File: config.mk
export PLATFORM = sky130hd
export DESIGN_NAME = des_key_store
export DESIGN_NICKNAME = d
export VERILOG_FILES = /design/src/design/assert_macros.svh /design/src/design/des_pkg.sv /design/src/design/des_key_store.sv
export SDC_FILE = /design/constraint.sdc
export NUM_CORES = 1
export LEC_CHECK = 0
export CAP_MARGIN = 10
export CELL_PAD_IN_SITES_DETAIL_PLACEMENT = 2
export CELL_PAD_IN_SITES_GLOBAL_PLACEMENT = 2
export CORE_AREA = 3 3 315 317
export CTS_BUF_LIST = sky130_fd_sc_hd__clkbuf_4 sky130_fd_sc_hd__clkbuf_8
export DETAILED_ROUTE_END_ITERATION = 12
export DIE_AREA = 0 0 318 320
export DONT_BUFFER_PORTS = 1
export GPL_TIMING_DRIVEN = 0
export PLACE_DENSITY_LB_ADDON = 0.1
export SKIP_LAST_GASP = 1
export SYNTH_ARGS = -nofsm -noshare
export SYNTH_HDL_FRONTEND = slang
export SYNTH_SLANG_ARGS = --single-unit
File: constraint.sdc
create_clock -name clock -period 10.3 [get_ports clock]
set_clock_uncertainty 0.05 [all_clocks]
set_input_delay 2.06 -clock clock [delete_from_list [all_inputs] [get_ports clock]]
set_output_delay 2.06 -clock clock [all_outputs]
set_load 0.02 [all_outputs]
File: src/design/assert_macros.svh
// ----------------------------------------------------------------------------
// Assertion macros
// Shared concurrent assertion forms for the block's RTL checks.
// ----------------------------------------------------------------------------
`ifndef ASSERT_MACROS_SVH
`define ASSERT_MACROS_SVH

// Same-cycle implication, disabled during reset.
`define ASSERT_IMPLIES(label, clk, rst, lhs, rhs) \
   label: assert property (@(posedge clk) disable iff (rst) (lhs) |-> (rhs)) \
      else $error("assertion failed: same-cycle implication");

// Next-cycle implication, disabled during reset.
`define ASSERT_NEXT(label, clk, rst, lhs, rhs) \
   label: assert property (@(posedge clk) disable iff (rst) (lhs) |=> (rhs)) \
      else $error("assertion failed: next-cycle implication");

`endif

File: src/design/des_pkg.sv
// ----------------------------------------------------------------------------
// des_pkg
// Types, operation codes and the standard DES tables as functions.
// ----------------------------------------------------------------------------
package des_pkg;

   localparam int NumRounds = 16;

   typedef enum logic [1:0] {
      OP_LOAD    = 2'd0,
      OP_ENCRYPT = 2'd1,
      OP_DECRYPT = 2'd2,
      OP_NONE    = 2'd3
   } op_type;

   typedef logic [47:0]                 key_type;
   typedef logic [NumRounds-1:0][47:0]  key_bank_type;

   typedef struct packed {
      logic valid;
      logic decrypt;
   } stage_ctl_type;

   localparam logic [6:0] IP_TAB [64] = '{
      58,50,42,34,26,18,10,2,60,52,44,36,28,20,12,4,
      62,54,46,38,30,22,14,6,64,56,48,40,32,24,16,8,
      57,49,41,33,25,17,9,1,59,51,43,35,27,19,11,3,
      61,53,45,37,29,21,13,5,63,55,47,39,31,23,15,7};

   localparam logic [6:0] FP_TAB [64] = '{
      40,8,48,16,56,24,64,32,39,7,47,15,55,23,63,31,
      38,6,46,14,54,22,62,30,37,5,45,13,53,21,61,29,
      36,4,44,12,52,20,60,28,35,3,43,11,51,19,59,27,
      34,2,42,10,50,18,58,26,33,1,41,9,49,17,57,25};

   localparam logic [5:0] E_TAB [48] = '{
      32,1,2,3,4,5,4,5,6,7,8,9,8,9,10,11,
      12,13,12,13,14,15,16,17,16,17,18,19,20,21,20,21,
      22,23,24,25,24,25,26,27,28,29,28,29,30,31,32,1};

   localparam logic [5:0] P_TAB [32] = '{
      16,7,20,21,29,12,28,17,1,15,23,26,5,18,31,10,
      2,8,24,14,32,27,3,9,19,13,30,6,22,11,4,25};

   localparam logic [3:0] SBOX [8][64] = '{
      '{14,4,13,1,2,15,11,8,3,10,6,12,5,9,0,7,
        0,15,7,4,14,2,13,1,10,6,12,11,9,5,3,8,
        4,1,14,8,13,6,2,11,15,12,9,7,3,10,5,0,
        15,12,8,2,4,9,1,7,5,11,3,14,10,0,6,13},
      '{15,1,8,14,6,11,3,4,9,7,2,13,12,0,5,10,
        3,13,4,7,15,2,8,14,12,0,1,10,6,9,11,5,
        0,14,7,11,10,4,13,1,5,8,12,6,9,3,2,15,
        13,8,10,1,3,15,4,2,11,6,7,12,0,5,14,9},
      '{10,0,9,14,6,3,15,5,1,13,12,7,11,4,2,8,
        13,7,0,9,3,4,6,10,2,8,5,14,12,11,15,1,
        13,6,4,9,8,15,3,0,11,1,2,12,5,10,14,7,
        1,10,13,0,6,9,8,7,4,15,14,3,11,5,2,12},
      '{7,13,14,3,0,6,9,10,1,2,8,5,11,12,4,15,
        13,8,11,5,6,15,0,3,4,7,2,12,1,10,14,9,
        10,6,9,0,12,11,7,13,15,1,3,14,5,2,8,4,
        3,15,0,6,10,1,13,8,9,4,5,11,12,7,2,14},
      '{2,12,4,1,7,10,11,6,8,5,3,15,13,0,14,9,
        14,11,2,12,4,7,13,1,5,0,15,10,3,9,8,6,
        4,2,1,11,10,13,7,8,15,9,12,5,6,3,0,14,
        11,8,12,7,1,14,2,13,6,15,0,9,10,4,5,3},
      '{12,1,10,15,9,2,6,8,0,13,3,4,14,7,5,11,
        10,15,4,2,7,12,9,5,6,1,13,14,0,11,3,8,
        9,14,15,5,2,8,12,3,7,0,4,10,1,13,11,6,
        4,3,2,12,9,5,15,10,11,14,1,7,6,0,8,13},
      '{4,11,2,14,15,0,8,13,3,12,9,7,5,10,6,1,
        13,0,11,7,4,9,1,10,14,3,5,12,2,15,8,6,
        1,4,11,13,12,3,7,14,10,15,6,8,0,5,9,2,
        6,11,13,8,1,4,10,7,9,5,0,15,14,2,3,12},
      '{13,2,8,4,6,15,11,1,10,9,3,14,5,0,12,7,
        1,15,13,8,10,3,7,4,12,5,6,11,0,14,9,2,
        7,11,4,1,9,12,14,2,0,6,10,13,15,3,5,8,
        2,1,14,7,4,10,8,13,15,12,9,0,3,5,6,11}};

   // DES position p (1 = MSB) of an n-bit word sits at bit n - p.
   function automatic logic [63:0] ip_perm(input logic [63:0] x);
      logic [63:0] r;
      for (int k = 0; k < 64; k++) begin
         r[63-k] = x[64 - int'(IP_TAB[k])];
      end
      return r;
   endfunction

   function automatic logic [63:0] fp_perm(input logic [63:0] x);
      logic [63:0] r;
      for (int k = 0; k < 64; k++) begin
         r[63-k] = x[64 - int'(FP_TAB[k])];
      end
      return r;
   endfunction

   function automatic logic [47:0] e_expand(input logic [31:0] x);
      logic [47:0] r;
      for (int k = 0; k < 48; k++) begin
         r[47-k] = x[32 - int'(E_TAB[k])];
      end
      return r;
   endfunction

   function automatic logic [31:0] p_perm(input logic [31:0] x);
      logic [31:0] r;
      for (int k = 0; k < 32; k++) begin
         r[31-k] = x[32 - int'(P_TAB[k])];
      end
      return r;
   endfunction

   // Eight S-box lookups; row from the outer bits, column from the inner four.
   function automatic logic [31:0] sbox_layer(input logic [47:0] x);
      logic [31:0] s;
      logic [5:0]  c;
      for (int i = 0; i < 8; i++) begin
         c = x[47-6*i -: 6];
         s[31-4*i -: 4] = SBOX[i][{c[5], c[0], c[4:1]}];
      end
      return s;
   endfunction

endpackage

File: src/design/des_key_store.sv
// ----------------------------------------------------------------------------
// des_key_store
// Sixteen 48-bit round key registers, written one per load item.
// ----------------------------------------------------------------------------
module des_key_store (
   input  logic                  clock,
   input  logic                  write_en,
   input  logic [3:0]            write_index,
   input  des_pkg::key_type      write_key,
   output des_pkg::key_bank_type keys
);
   import des_pkg::*;

   key_bank_type keys_ff;

   // No reset: an entry must be written before it is read; the block itself does not enforce this.
   always_ff @(posedge clock) begin
      if (write_en) begin
         keys_ff[write_index] <= write_key;
      end
   end

   assign keys = keys_ff;

endmodule

==> metrics, run 1 <==
cts bufs inserted=about 140; H-tree Lvls=4; Mapped Area=23300 um^2; vias in the first global route=between 10000 and 15000; dpl cells=around 2200; synth-to-layout area growth=23.7%; PD cells=around 220 nW/um^2; required time of the critical path=slightly above 8 ns; GRT Util Overall=0.156; CP arrival=~1.4 ns; routability cong.=0.727; largest net degree at the start of global routing=21; Routed Antenna Nets=0; element type at the critical path end=primary output; share of cells above drive strength 1=0.279; DR vias=~9500; Synth top area share=0.992; leak pwr=between 8 and 9 nW; Min Hold Slack=1.30 ns; initial antenna violation count=2; critical path class=reg -> out; syn nets=849; most common cell after layout, fill and taps aside=edfxtp_1; IO buf count=0; area leader, netlist=edfxtp_1; drt drc=0; Final Max Slew Viols=0; Fmax=about 290 MHz; Reg clk slew, reported paths=0.07 ns; global route overflow=0; post-synthesis sequential area ratio=0.992; WL/cell=approximately 34 um; Avg Synthesized Cell Area=between 20 and 30 um^2; Yosys reg bits=about 770; Post-CTS Resized=0; Routed WL=between 80000 and 90000 um; Initial Util=0.241; RSZ-0062 raised after global routing=no; Clock Path Buffers=3; # setup viols final=0; Final period util=0.337; Synth area leaders=edfxtp_1 99%, nor3_2 0.17%, nor4_2 0.11%; critical path peak fanout=1; first-pass GRT wire length=approximately 110000 um; MaxCap Viol Count=0; CTS tree=done; Syn Inst Count=around 800; Rel. slew slack=0.386; VDD IR max=between 0.07 and 0.08 mV; post-DP HPWL=between 50000 and 60000 um; CORE AREA=~97000 um^2; vias per std cell=roughly 4.0; Cell variety after synth=13; max reg flops=approximately 770; post-CTS setup buffers=0; non-filler cells, final=2383; Root Buffer=clkbuf_8; Die Y=around 320 um; Final Hold Viols=0; # hold bufs at CTS=0; Min-Delay Path Class=in -> reg; commonest cells after routing, fill and taps aside=768 x edfxtp_1, 137 x clkbuf_8, 45 x clkbuf_4, 42 x buf_6, 23 x clkinv_1; Overall Power=~6.4 mW; full die area=102000 um^2; I/O pin cnt=822; clock sink count=about 770; type of origin of the critical path=flop; Slew @ Worst Pin=between 0.9 and 1 ns; outcome=completed; first-iteration detailed-routing DRC count=roughly 760; DRT Pass-1 Iters=4; die boundary width=318 um; synth warn=0; setup_tns=0 ns; Post-layout nets=1065; fin crit period=3.47 ns; row cnt=114
==> layer usage <==
metal / GRT usage / wire, um / vias up
li1: - / - / 3721
met1: 0.159 / 28400 / 5049
met2: 0.266 / 41700 / 619
met3: 0.0846 / 8710 / 143
met4: 0.0660 / 2980 / 0
met5: 0 / 0 / -
==> layout make-up <==
class                      count  area (um^2)
fill                        9495        67800
timing repair buffer          79         1280
sequential                   768        23100
clock inverter                49          302
antenna                        2         5.00
clock buffer                 182         2220
tap                         1276         1600
multi-input combinational     25          279
buffer                         2         22.5
==> synth_stat cells (all sizes together) <==
cell and number:
edfxtp 768, nor2 6, nor3 8, nor4 2, nand2b 3, buf 2, nand2 2, nand3b 2
nand3 2
==> kinds of logic after synthesis <==
| group | Yosys count | share of synthesized area |
|---|---|---|
| buffers and inverters | 2 | 0.000968 |
| and+or+nand+nor | 25 | 0.00737 |
| DFF | 768 | 0.992 |
==> power breakdown <==
group	switching [mW]	internal, mW	total [mW]
logic	0.0415	0.0176	0.0590
clock network	1.26	1.43	2.69
registers	0.108	3.51	3.62
total	1.41	4.96	6.37
==> worst paths after layout <==
kind,startpoint,to,slack [ns],cells past startpoint
setup / recovery,keys[666],keys[666],6.83,0
hold / removal,write_key[42],keys[666],1.30,0
==> per-stage QoR <==
step	cell area, um^2	setup slack [ns]	utilization
finish	28800	6.83	0.298
global route	28800	6.73	0.298
CTS	28800	6.66	0.298
detailed placement	26200	6.09	0.272
global placement	24900	-2.20	0.257
floorplan	23300	4.12	-
Power figures use the tool's default switching activity.
==> inputs of run 2 (changes only) <==
--- a/config.mk
+++ b/config.mk
@@ -8,10 +8,10 @@
 export CAP_MARGIN = 10
 export CELL_PAD_IN_SITES_DETAIL_PLACEMENT = 2
 export CELL_PAD_IN_SITES_GLOBAL_PLACEMENT = 2
-export CORE_AREA = 3 3 315 317
+export CORE_AREA = 3 3 317 319
 export CTS_BUF_LIST = sky130_fd_sc_hd__clkbuf_4 sky130_fd_sc_hd__clkbuf_8
 export DETAILED_ROUTE_END_ITERATION = 12
-export DIE_AREA = 0 0 318 320
+export DIE_AREA = 0 0 320 322
 export DONT_BUFFER_PORTS = 1
 export GPL_TIMING_DRIVEN = 0
 export PLACE_DENSITY_LB_ADDON = 0.1
==> constraint.sdc (replaced) <==
create_clock -name clock -period 3.1 [get_ports clock]
set_clock_uncertainty 0.05 [all_clocks]
set_input_delay 0.62 -clock clock [delete_from_list [all_inputs] [get_ports clock]]
set_output_delay 0.62 -clock clock [all_outputs]
set_load 0.02 [all_outputs]
==> metrics, run 2 (same netlist as run 1, synthesis figures left out) <==
dpl cell area=roughly 26000 um^2; critical path peak fanout=8; full die area=103000 um^2; cts bufs inserted=roughly 140; die boundary width=~320 um; first-iteration detailed-routing DRC count=820; I/O pin cnt=822; post-DP HPWL=between 50000 and 60000 um; Clock Path Buffers=3; Initial Util=0.237; GRT Util Overall=0.158; DR vias=roughly 9700; global route overflow=0; Final Max Slew Viols=0; H-tree Lvls=4; Post-CTS Resized=0; required time of the critical path=3.52 ns; most common cell after layout, fill and taps aside=edfxtp_1; dpl cells=roughly 2200; WL/cell=34.6 um; Routed Antenna Nets=0; RSZ-0062 raised after global routing=no; commonest cells after routing, fill and taps aside=768 x edfxtp_1, 142 x clkbuf_8, 49 x dlygate4sd3_1, 37 x clkbuf_4, 32 x clkinv_1; Fmax=~440 MHz; drt drc=0; vias per std cell=between 3 and 4; vias in the first global route=roughly 11000; DRT Pass-1 Iters=4; Final period util=0.728; post-route cell area=between 20000 and 30000 um^2; first-pass GRT wire length=around 110000 um; PD cells=723 nW/um^2; Slowest-stage cell, CP=nor4_4; Util after Layout=0.299; CP arrival=about 2.7 ns; largest net degree at the start of global routing=20; synth-to-layout area growth=26.4%; MaxCap Viol Count=0; cell breakdown of the critical path=dlygate4sd3_1 > nor4_4 > buf_6 > buf_6; Routed WL=roughly 84000 um; Critical Path Max Stage Delay=0.84 ns; Root Buffer=clkbuf_8; routability cong.=between 0.6 and 0.7; Min-Delay Path Class=in -> reg; Slew @ Worst Pin=0.924 ns; fin crit period=~2.3 ns; most frequent CP cell=buf_6; CP Buf/Inv Count=3; initial antenna violation count=2; share of cells above drive strength 1=0.249; setup_tns=0 ns; Reg clk slew, reported paths=~0.06 ns; Final Hold Viols=0; element type at the critical path end=flop; critical path class=in -> reg; Die Y=between 300 and 400 um; CP top delay family=buffers and inverters; max reg flops=768; Post-layout nets=approximately 1100; # setup viols final=0; CORE AREA=about 98000 um^2; non-filler cells, final=2429; row cnt=between 100 and 150; IO buf count=0; clock sink count=between 700 and 800; outcome=completed; leak pwr=between 9 and 10 nW; CTS tree=done; VDD IR max=0.292 mV; Rel. slew slack=0.383; Overall Power=approximately 21 mW; type of origin of the critical path=input pin
[run 2: layout make-up]
class / instances / area (um^2)
flip-flops and latches: 768 / 23100
clock inverters: 47 / 245
plain buffers: 2 / 22.5
repair buffers: 118 / 1900
well taps: 1287 / 1610
diodes: 3 / 7.51
multi-input cells: 25 / 304
clock buffers: 179 / 2230
fillers: 9714 / 68700
[run 2: final timing paths]
kind	depth (start not counted)	end	startpoint
setup / recovery	4	keys[25]	write_index[1]
hold / removal	2	keys[62]	write_index[3]
[run 2: metal layers]
layer | part of all wire | global-route usage
met1 | 0.36 | 0.166
met2 | 0.52 | 0.274
met3 | 0.095 | 0.0782
met4 | 0.026 | 0.0537
met5 | 0 | 0
[run 2: metrics by stage]
| step | hold WS (ns) | setup WS, ns |
|---|---|---|
| after floorplan | 0.669 | -0.404 |
| after CTS | 0.0734 | 0.859 |
| after detailed placement | 0.670 | 0.396 |
| final | 0.196 | 0.844 |
| after global routing | 0.109 | 0.875 |
| after global placement | 0.670 | -4.34 |
[run 2: timing repair]
action / CTS / global route
buffers inserted: 0 / 0
hold buffers: 50 / 0
endpoints found under the hold margin: 782 / 0
[run 2: power by group]
group,internal (mW),leakage [nW],switching (mW)
clock network,4.73,1.30,4.07
logic,0.109,0.916,0.302
registers,11.7,6.94,0.361
total,16.5,9.16,4.74
