File: config.mk
export PLATFORM = sky130hd
export DESIGN_NAME = des_round
export DESIGN_NICKNAME = d
export VERILOG_FILES = /design/src/design/assert_macros.svh /design/src/design/des_pkg.sv /design/src/design/des_round.sv
export SDC_FILE = /design/constraint.sdc
export NUM_CORES = 1
export LEC_CHECK = 0
export ABC_CLOCK_PERIOD_IN_PS = 4030
export BUFFER_PORTS_ARGS = -buffer_cell sky130_fd_sc_hd__buf_2
export CAP_MARGIN = 20
export CORE_MARGIN = 5
export CORE_UTILIZATION = 50
export CTS_CLUSTER_DIAMETER = 120
export DETAILED_ROUTE_END_ITERATION = 16
export PLACE_DENSITY = 0.87
export SETUP_SLACK_MARGIN = 0.4
export SLEW_MARGIN = 20
export SYNTH_ARGS = -nofsm -noshare
export SYNTH_HDL_FRONTEND = slang
export SYNTH_SLANG_ARGS = --single-unit
File: constraint.sdc
create_clock -name clock -period 4.03 [get_ports clock]
set_input_delay 0.403 -clock clock [delete_from_list [all_inputs] [get_ports clock]]
set_output_delay 0.403 -clock clock [all_outputs]
set_load 0.03 [all_outputs]
File: src/design/assert_macros.svh
// ----------------------------------------------------------------------------
// Assertion macros
// Shared concurrent assertion forms for the block's RTL checks.
// ----------------------------------------------------------------------------
`ifndef ASSERT_MACROS_SVH
`define ASSERT_MACROS_SVH

// Same-cycle implication, disabled during reset.
`define ASSERT_IMPLIES(label, clk, rst, lhs, rhs) \
   label: assert property (@(posedge clk) disable iff (rst) (lhs) |-> (rhs)) \
      else $error("assertion failed: same-cycle implication");

// Next-cycle implication, disabled during reset.
`define ASSERT_NEXT(label, clk, rst, lhs, rhs) \
   label: assert property (@(posedge clk) disable iff (rst) (lhs) |=> (rhs)) \
      else $error("assertion failed: next-cycle implication");

`endif

File: src/design/des_pkg.sv
// ----------------------------------------------------------------------------
// des_pkg
// Types, operation codes and the standard DES tables as functions.
// ----------------------------------------------------------------------------
package des_pkg;

   localparam int NumRounds = 16;

   typedef enum logic [1:0] {
      OP_LOAD    = 2'd0,
      OP_ENCRYPT = 2'd1,
      OP_DECRYPT = 2'd2,
      OP_NONE    = 2'd3
   } op_type;

   typedef logic [47:0]                 key_type;
   typedef logic [NumRounds-1:0][47:0]  key_bank_type;

   typedef struct packed {
      logic valid;
      logic decrypt;
   } stage_ctl_type;

   localparam logic [6:0] IP_TAB [64] = '{
      58,50,42,34,26,18,10,2,60,52,44,36,28,20,12,4,
      62,54,46,38,30,22,14,6,64,56,48,40,32,24,16,8,
      57,49,41,33,25,17,9,1,59,51,43,35,27,19,11,3,
      61,53,45,37,29,21,13,5,63,55,47,39,31,23,15,7};

   localparam logic [6:0] FP_TAB [64] = '{
      40,8,48,16,56,24,64,32,39,7,47,15,55,23,63,31,
      38,6,46,14,54,22,62,30,37,5,45,13,53,21,61,29,
      36,4,44,12,52,20,60,28,35,3,43,11,51,19,59,27,
      34,2,42,10,50,18,58,26,33,1,41,9,49,17,57,25};

   localparam logic [5:0] E_TAB [48] = '{
      32,1,2,3,4,5,4,5,6,7,8,9,8,9,10,11,
      12,13,12,13,14,15,16,17,16,17,18,19,20,21,20,21,
      22,23,24,25,24,25,26,27,28,29,28,29,30,31,32,1};

   localparam logic [5:0] P_TAB [32] = '{
      16,7,20,21,29,12,28,17,1,15,23,26,5,18,31,10,
      2,8,24,14,32,27,3,9,19,13,30,6,22,11,4,25};

   localparam logic [3:0] SBOX [8][64] = '{
      '{14,4,13,1,2,15,11,8,3,10,6,12,5,9,0,7,
        0,15,7,4,14,2,13,1,10,6,12,11,9,5,3,8,
        4,1,14,8,13,6,2,11,15,12,9,7,3,10,5,0,
        15,12,8,2,4,9,1,7,5,11,3,14,10,0,6,13},
      '{15,1,8,14,6,11,3,4,9,7,2,13,12,0,5,10,
        3,13,4,7,15,2,8,14,12,0,1,10,6,9,11,5,
        0,14,7,11,10,4,13,1,5,8,12,6,9,3,2,15,
        13,8,10,1,3,15,4,2,11,6,7,12,0,5,14,9},
      '{10,0,9,14,6,3,15,5,1,13,12,7,11,4,2,8,
        13,7,0,9,3,4,6,10,2,8,5,14,12,11,15,1,
        13,6,4,9,8,15,3,0,11,1,2,12,5,10,14,7,
        1,10,13,0,6,9,8,7,4,15,14,3,11,5,2,12},
      '{7,13,14,3,0,6,9,10,1,2,8,5,11,12,4,15,
        13,8,11,5,6,15,0,3,4,7,2,12,1,10,14,9,
        10,6,9,0,12,11,7,13,15,1,3,14,5,2,8,4,
        3,15,0,6,10,1,13,8,9,4,5,11,12,7,2,14},
      '{2,12,4,1,7,10,11,6,8,5,3,15,13,0,14,9,
        14,11,2,12,4,7,13,1,5,0,15,10,3,9,8,6,
        4,2,1,11,10,13,7,8,15,9,12,5,6,3,0,14,
        11,8,12,7,1,14,2,13,6,15,0,9,10,4,5,3},
      '{12,1,10,15,9,2,6,8,0,13,3,4,14,7,5,11,
        10,15,4,2,7,12,9,5,6,1,13,14,0,11,3,8,
        9,14,15,5,2,8,12,3,7,0,4,10,1,13,11,6,
        4,3,2,12,9,5,15,10,11,14,1,7,6,0,8,13},
      '{4,11,2,14,15,0,8,13,3,12,9,7,5,10,6,1,
        13,0,11,7,4,9,1,10,14,3,5,12,2,15,8,6,
        1,4,11,13,12,3,7,14,10,15,6,8,0,5,9,2,
        6,11,13,8,1,4,10,7,9,5,0,15,14,2,3,12},
      '{13,2,8,4,6,15,11,1,10,9,3,14,5,0,12,7,
        1,15,13,8,10,3,7,4,12,5,6,11,0,14,9,2,
        7,11,4,1,9,12,14,2,0,6,10,13,15,3,5,8,
        2,1,14,7,4,10,8,13,15,12,9,0,3,5,6,11}};

   // DES position p (1 = MSB) of an n-bit word sits at bit n - p.
   function automatic logic [63:0] ip_perm(input logic [63:0] x);
      logic [63:0] r;
      for (int k = 0; k < 64; k++) begin
         r[63-k] = x[64 - int'(IP_TAB[k])];
      end
      return r;
   endfunction

   function automatic logic [63:0] fp_perm(input logic [63:0] x);
      logic [63:0] r;
      for (int k = 0; k < 64; k++) begin
         r[63-k] = x[64 - int'(FP_TAB[k])];
      end
      return r;
   endfunction

   function automatic logic [47:0] e_expand(input logic [31:0] x);
      logic [47:0] r;
      for (int k = 0; k < 48; k++) begin
         r[47-k] = x[32 - int'(E_TAB[k])];
      end
      return r;
   endfunction

   function automatic logic [31:0] p_perm(input logic [31:0] x);
      logic [31:0] r;
      for (int k = 0; k < 32; k++) begin
         r[31-k] = x[32 - int'(P_TAB[k])];
      end
      return r;
   endfunction

   // Eight S-box lookups; row from the outer bits, column from the inner four.
   function automatic logic [31:0] sbox_layer(input logic [47:0] x);
      logic [31:0] s;
      logic [5:0]  c;
      for (int i = 0; i < 8; i++) begin
         c = x[47-6*i -: 6];
         s[31-4*i -: 4] = SBOX[i][{c[5], c[0], c[4:1]}];
      end
      return s;
   endfunction

endpackage

File: src/design/des_round.sv
// ----------------------------------------------------------------------------
// des_round
// One registered Feistel round stage of the cipher pipeline.
// ----------------------------------------------------------------------------
module des_round (
   input  logic                  clock,
   input  logic                  reset,
   input  logic                  advance,
   input  des_pkg::stage_ctl_type ctl_in,
   input  logic [31:0]           left_in,
   input  logic [31:0]           right_in,
   input  des_pkg::key_type      enc_key,
   input  des_pkg::key_type      dec_key,
   output des_pkg::stage_ctl_type ctl_out,
   output logic [31:0]           left_out,
   output logic [31:0]           right_out
);
   import des_pkg::*;

   stage_ctl_type ctl_ff;
   logic [31:0]   left_ff, left_in_next;
   logic [31:0]   right_ff, right_in_next;
   key_type       key_sel;

   always_comb begin
      key_sel       = ctl_in.decrypt ? dec_key : enc_key;
      left_in_next  = right_in;
      right_in_next = left_in ^ p_perm(sbox_layer(e_expand(right_in) ^ key_sel));
   end

   always_ff @(posedge clock) begin
      if (reset) begin
         ctl_ff <= '0;
      end else if (advance) begin
         ctl_ff <= ctl_in;
      end
   end

   // Hold payload while stalled.
   always_ff @(posedge clock) begin
      if (advance) begin
         left_ff  <= left_in_next;
         right_ff <= right_in_next;
      end
   end

   assign ctl_out   = ctl_ff;
   assign left_out  = left_ff;
   assign right_out = right_ff;

endmodule

==> results by group, run 1 <==
Outcome
  – Status: completed

Timing
  – Fmax: 311 MHz
  – Period Utilization, post-route: 79.8%
  – Total negative slack: 0 ps
  – Worst-margin pin slew: 944 ps
  – Worst Skew: 0 ps
  – Max_slew headroom: 37.1%
  – Fin. max-slew vios: 0
  – Unrepaired setup endpoints after global routing: false
  – Final hold violation count: 0
  – Final setup fails: 0
  – Tmin final: 3210 ps

Cells and area
  – Most common cell after layout, fill and taps aside: buf_2
  – Net count, final: 1319
  – Design Area, Final: 10100 sq um
  – Ant diodes: 0
  – Seq. cell area: 1960 sq um
  – Synthesis-to-layout area growth: 20.1%
  – Finished Layout Cells: 1316
  – Area of the multi-input gates: 6090 sq um
  – Filler cell count in the final layout: 1345
  – Share of cells above drive strength 1: 31.9%
  – Most frequent cells in the layout: 229 x buf_2, 113 x mux2i_1, 65 x xnor2_1, 64 x edfxtp_1, 62 x ha_1

Synth
  – Netlist Area Pre-Place: 8440 sq um
  – Syn_area_per_cell: 9.79 sq um
  – Unique masters post-synth: 68
  – Share of synthesized registers carrying an async set or reset: 0%
  – YS warnings: 0
  – Sequential area share after synthesis: 23.3%
  – Synth Net Count: 1089
  – Synth Register Bits: 66
  – Post-synth EDFFs: 64
  – Dominant synthesized flop cell: edfxtp_1
  – Post-Syn Instances: 862

Clock tree
  – CTS tree: yes
  – # resized after CTS: 0
  – CTS Sinks: 66
  – Clock Path Buffers: 2
  – Root Driver: clkbuf_16
  – Worst-Skew Late Latency: 330 ps
  – Cts hold-fix bufs: 0
  – Clock Pin Slew Worst Setup and Hold Paths: 50 ps
  – # Post-CTS Setup Buffers: 0
  – H-tree lvl count: 3
  – Num CTS Buffers: 9

Detailed routing
  – DR WL/cell: 17.2 um
  – Vias per cell: 5.84
  – 1st-pass router iterations: 5
  – Remaining antenna violation count after routing: 0
  – Total number of vias: 7681
  – # DRC: 0
  – DRT iter0 DRCs: 665
  – Routed WL: 22.6 mm

Place
  – Hpwl dp: 17.1 mm
  – Cells after DPL: 1301
  – RePlAce Congestion: 0.910
  – Placed standard-cell area: 9850 sq um
  – Count of buffers from port buffering: 230

Setup path
  – Max incr delay on CP: 500 ps
  – CP Launch Type: input port
  – CP Capture Type: flip-flop
  – CP max-delay cell: a2111oi_0
  – Req. time, crit path: 4110 ps
  – CP max FO: 26
  – Worst endpoint data arrival time: 3290 ps
  – Critical setup path kind: in -> reg
  – Crit-path cells: buf_4, mux2i_1, xor2_1, inv_1, ha_1, mux2_2, a2111oi_0, o21ai_0, o21ai_0, xnor2_1
  – Most used cell along the critical path: o21ai_0

Power and ir drop
  – Tot Pwr: 3.89 mW
  – Leakage: 4.44 nW
  – Power Density: 384 nW/um^2
  – Maximum vdd drop: 0.258 mV

GRT
  – Vias in the first global route: 7477
  – Initial antenna violation count: 0
  – Gr ovfl total: 0
  – Largest net degree at the start of global routing: 67
  – First-pass GRT wire length: 36.5 mm
  – Total track usage: 22.3%

Floorplanning
  – Die area: 19600 sq um
  – Die height: 140 um
  – # IOs: 231
  – Cell Rows: 47
  – Core ar.: 16600 sq um
  – DIE WIDTH: 140 um
  – Starting Density: 50.9%

Worst hold path
  – Hold Path Class: in -> reg

Flow run
  – MaxCap Viol Count: 0
per-stage QoR:
step | utilization (%) | hold slack [ps] | setup WS, ps
6_report | 61.1 | 253 | 815
5_1_grt | 61.1 | 251 | 675
4_1_cts | 61.1 | 235 | 879
3_5_place_dp | 59.4 | 512 | 544
3_3_place_gp | 59.4 | 518 | 649
2_1_floorplan | - | 475 | 951
cell type report:
class,instances,share of cell area [%]
clock buffers,11,2.30
well taps,220,2.72
clock inverters,4,0.432
repair buffers,261,13.7
flip-flops and latches,66,19.4
inverters,38,1.41
multi-input cells,716,60.1
state kept, by name, summed over array words and instances (netlist names):
register	count
left_out	32
right_out	32
ctl_out	2
path summary, 6_finish.rpt:
check / from / endpoint / slack, ps / cells past startpoint
min reg2reg: ctl_out[0] / ctl_out[0] / 520 / 2
max: ctl_in[0] / right_out[22] / 820 / 10
min: reset / ctl_out[1] / 250 / 2
max reg2reg: ctl_out[1] / ctl_out[1] / 3380 / 2
power by group:
group | total, mW | switching (mW) | internal [mW]
Sequential | 0.938 | 0.0278 | 0.910
Combinational | 2.19 | 1.31 | 0.874
Clock | 0.764 | 0.293 | 0.472
Total | 3.89 | 1.63 | 2.26
worst max-delay path, delay by kind of cell:
kind / cells / cell delay [ps]
AOI/OAI and AO/OA: 3 / 830
xor gates and xnor gates: 2 / 570
adders and majority gates: 1 / 260
buffers and inverters: 2 / 680
muxes: 2 / 540
per-layer routing:
metal	routed length, um	global-route usage (%)
met2	11100	38.8
met1	9010	27.5
met5	0	0
met3	2120	5.04
met4	411	6.88
cells in the mapped netlist (all sizes together), types with 3 or more instances:
library cell,instances,share of area (%)
a2111oi,7,0.80
a211o,6,0.62
a211oi,18,1.6
a21oi,39,2.4
a311oi,9,0.93
a31oi,13,0.96
and2,3,0.22
and3,4,0.30
buf,30,2.4
clkbuf,12,0.53
edfxtp,64,23
ha,62,9.2
inv,37,1.6
mux2,11,1.5
mux2i,126,16
mux4,11,2.9
nand2,60,2.7
nand3,20,1.2
nor2,61,2.7
nor3,24,1.4
o2111ai,8,0.83
o211ai,27,2.4
o21a,3,0.27
o21ai,23,1.4
o221ai,6,0.62
o22ai,4,0.30
o311ai,9,0.93
o31ai,10,0.89
or3,7,0.52
xnor2,81,9.9
xor2,40,6.2
cell families (layout without fill, tap and decap cells):
family	Yosys count	count (layout)	share of synthesized area, %
flops	66	66	23.3
fa+ha+maj	62	62	9.19
simple gates	186	186	9.59
mux	148	148	20.6
xor+xnor	121	121	16.0
compound gates	199	199	16.7
buf+inv	80	314	4.67
Power figures use the tool's default switching activity.
==> run 2, diff against run 1 <==
Settings changed: ABC_CLOCK_PERIOD_IN_PS 4030 to 2700, CORE_UTILIZATION 50 to 49, PLACE_DENSITY 0.87 to 0.88.
Clock period 4.03 ns to 2.7 ns, I/O delays scaled along.
==> run 2 against run 1 <==
  * Routed wire length increased by 21%
  * Worst hold slack got worse by 120 ps
  * Critical path depth increased by 2
  * Register-to-register slack got worse by 1300 ps
  * Sequential cell count unchanged
  * Final cell count increased by 11%
  * Sequential share of layout area decreased by 3.5 points
  * Die area increased by 1.9%
  * Via count increased by 11%
  * Global-route usage increased by 1.7 points
  * Critical endpoint is now right_out[25]
==> results by group, run 2 (same netlist as run 1, synthesis figures left out) <==
Outcome
  – Status: completed

Clock tree
  – CTS tree: yes
  – Num CTS Buffers: 9
  – CTS Sinks: 66
  – Clock Path Buffers: 2
  – Clock Pin Slew Worst Setup and Hold Paths: 60 ps
  – Root Driver: clkbuf_16
  – Cts hold-fix bufs: 0
  – Worst-Skew Late Latency: 340 ps
  – H-tree lvl count: 3

Detailed routing
  – # DRC: 0
  – Remaining antenna violation count after routing: 0
  – 1st-pass router iterations: 5
  – DR WL/cell: 18.7 um
  – Routed WL: 27.4 mm
  – Vias per cell: 5.81
  – Total number of vias: 8519
  – DRT iter0 DRCs: 505

Setup path
  – Family with the most delay on the worst path: buffers and inverters
  – Req. time, crit path: 2790 ps
  – CP Capture Type: flip-flop
  – Max incr delay on CP: 350 ps
  – CP max-delay cell: mux2i_4
  – Critical setup path kind: in -> reg
  – RR Startpoint: ctl_out[1]
  – Crit path buffers/inverters: 4
  – Reg2reg path depth: 2
  – RR Endpoint: ctl_out[1]
  – Crit-path cells: buf_16, buf_12, mux2i_4, xnor2_4, inv_4, buf_6, ha_1, and2_1, or3_4, a21oi_2, o22ai_2, xor2_1
  – Worst endpoint data arrival time: 2450 ps
  – CP Launch Type: input port
  – CP max FO: 8
  – Reg-to-reg slack, setup: 2090 ps

Floorplanning
  – Core ar.: 17100 sq um
  – Die area: 19900 sq um
  – # IOs: 231
  – Die height: 141 um
  – Cell Rows: 48
  – Starting Density: 49.3%
  – DIE WIDTH: 141 um

Timing
  – Tmin final: 2360 ps
  – Post-route worst setup slack: 338 ps
  – Worst Skew: 0 ps
  – Final setup fails: 0
  – Period Utilization, post-route: 87.5%
  – Max_slew headroom: 36.0%
  – Hold slack: 132 ps
  – Total negative slack: 0 ps
  – Worst-margin pin slew: 953 ps
  – Fin. max-slew vios: 0
  – Unrepaired setup endpoints after global routing: true
  – Fmax: 423 MHz
  – Final hold violation count: 0

Power and ir drop
  – Cell-internal power: 3.94 mW
  – Tot Pwr: 6.77 mW
  – Leakage: 5.27 nW
  – Seq pwr share: 20.8%
  – Switching portion of total power: 41.8%
  – Power Density: 548 nW/um^2
  – NetSw: 2.83 mW
  – Logic pwr share: 61.4%
  – Clock power frac: 17.8%
  – Maximum vdd drop: 0.348 mV

Cells and area
  – Most frequent cells in the layout: 229 x buf_2, 153 x buf_4, 92 x mux2i_1, 64 x edfxtp_1, 59 x nand2_1
  – Design Area, Final: 12400 sq um
  – Finished Layout Cells: 1467
  – Filler cell count in the final layout: 1195
  – Synthesis-to-layout area growth: 46.4%
  – Final Util: 72.2%
  – Ant diodes: 0
  – Net count, final: 1464
  – Share of cells above drive strength 1: 47.8%
  – Most common cell after layout, fill and taps aside: buf_2

GRT
  – Total track usage: 23.9%
  – Gr ovfl total: 0
  – First-pass GRT wire length: 39.2 mm
  – Initial antenna violation count: 0
  – Largest net degree at the start of global routing: 67
  – Vias in the first global route: 7960

Place
  – Placed standard-cell area: 11000 sq um
  – Post-Place Worst Slack: -83.1 ps
  – RePlAce Congestion: 0.929
  – Hpwl dp: 18.6 mm
  – Count of buffers from port buffering: 230
  – Cells after DPL: 1392

Worst hold path
  – Worst Hold Launch: reset
  – Hold Path Class: in -> reg
  – Hold depth: 2
  – Worst Hold Path EP: ctl_out[0]

Flow run
  – MaxCap Viol Count: 0
[run 2: cell types whose count changed in the layout (fill, tap and decap cells not counted), sizes merged]
cell / before / now
buf: 261 / 403
clkinvlp: 0 / 3
clkbuf: 11 / 12
[run 2: cell type report]
cell class	instances	area [sq um]	share of cell area [%]
multi-input cells	716	6980	56.5
clock buffers	10	229	1.85
repair buffers	405	2660	21.5
well taps	225	282	2.28
inverters	38	178	1.44
clock inverters	6	57.6	0.466
flip-flops and latches	66	1960	15.9
repair inverters	1	7.51	0.0608
[run 2: power by group through the flow]
stage | Combinational (mW) | Sequential [mW] | Clock [mW]
6_report | 4.16 | 1.41 | 1.21
5_1_grt | 4.44 | 1.42 | 1.27
4_1_cts | 3.72 | 1.41 | 1.23
3_5_place_dp | 3.66 | 1.42 | 0
3_3_place_gp | 3.57 | 1.42 | 0
2_1_floorplan | 2.24 | 1.78 | 0
[run 2: per-layer routing]
metal | vias to the layer above | track usage [%] | routed length, um | share of wire (%)
li1 | 3977 | - | - | -
met1 | 4069 | 29.2 | 10400 | 38
met2 | 403 | 43.4 | 14300 | 52
met3 | 70 | 3.39 | 1870 | 6.8
met4 | 0 | 7.55 | 828 | 3.0
met5 | - | 0 | 0 | 0
[run 2: worst max-delay path by stage]
stage	start	endpoint	slack, ps	depth (start not counted)
floorplan	ctl_in[0]	right_out[9]	-50	12
global placement	ctl_in[0]	right_out[23]	-80	11
detailed placement	ctl_in[0]	right_out[29]	-80	11
CTS	ctl_in[0]	right_out[29]	380	11
global route	ctl_in[0]	right_out[10]	230	11
finish	ctl_in[0]	right_out[25]	340	12
[run 2: timing repair]
item	in CTS	in global routing
pin swaps	4	45
endpoints found under the setup margin	25	29
setup buffers	8	47
gates resized for setup	17	82
gates cloned	0	4
[run 2: worst register-to-register path: stages, from the launching register on]
cell and delay, ps:
dfxtp_1 310, mux2i_1 140, nor2_1 60
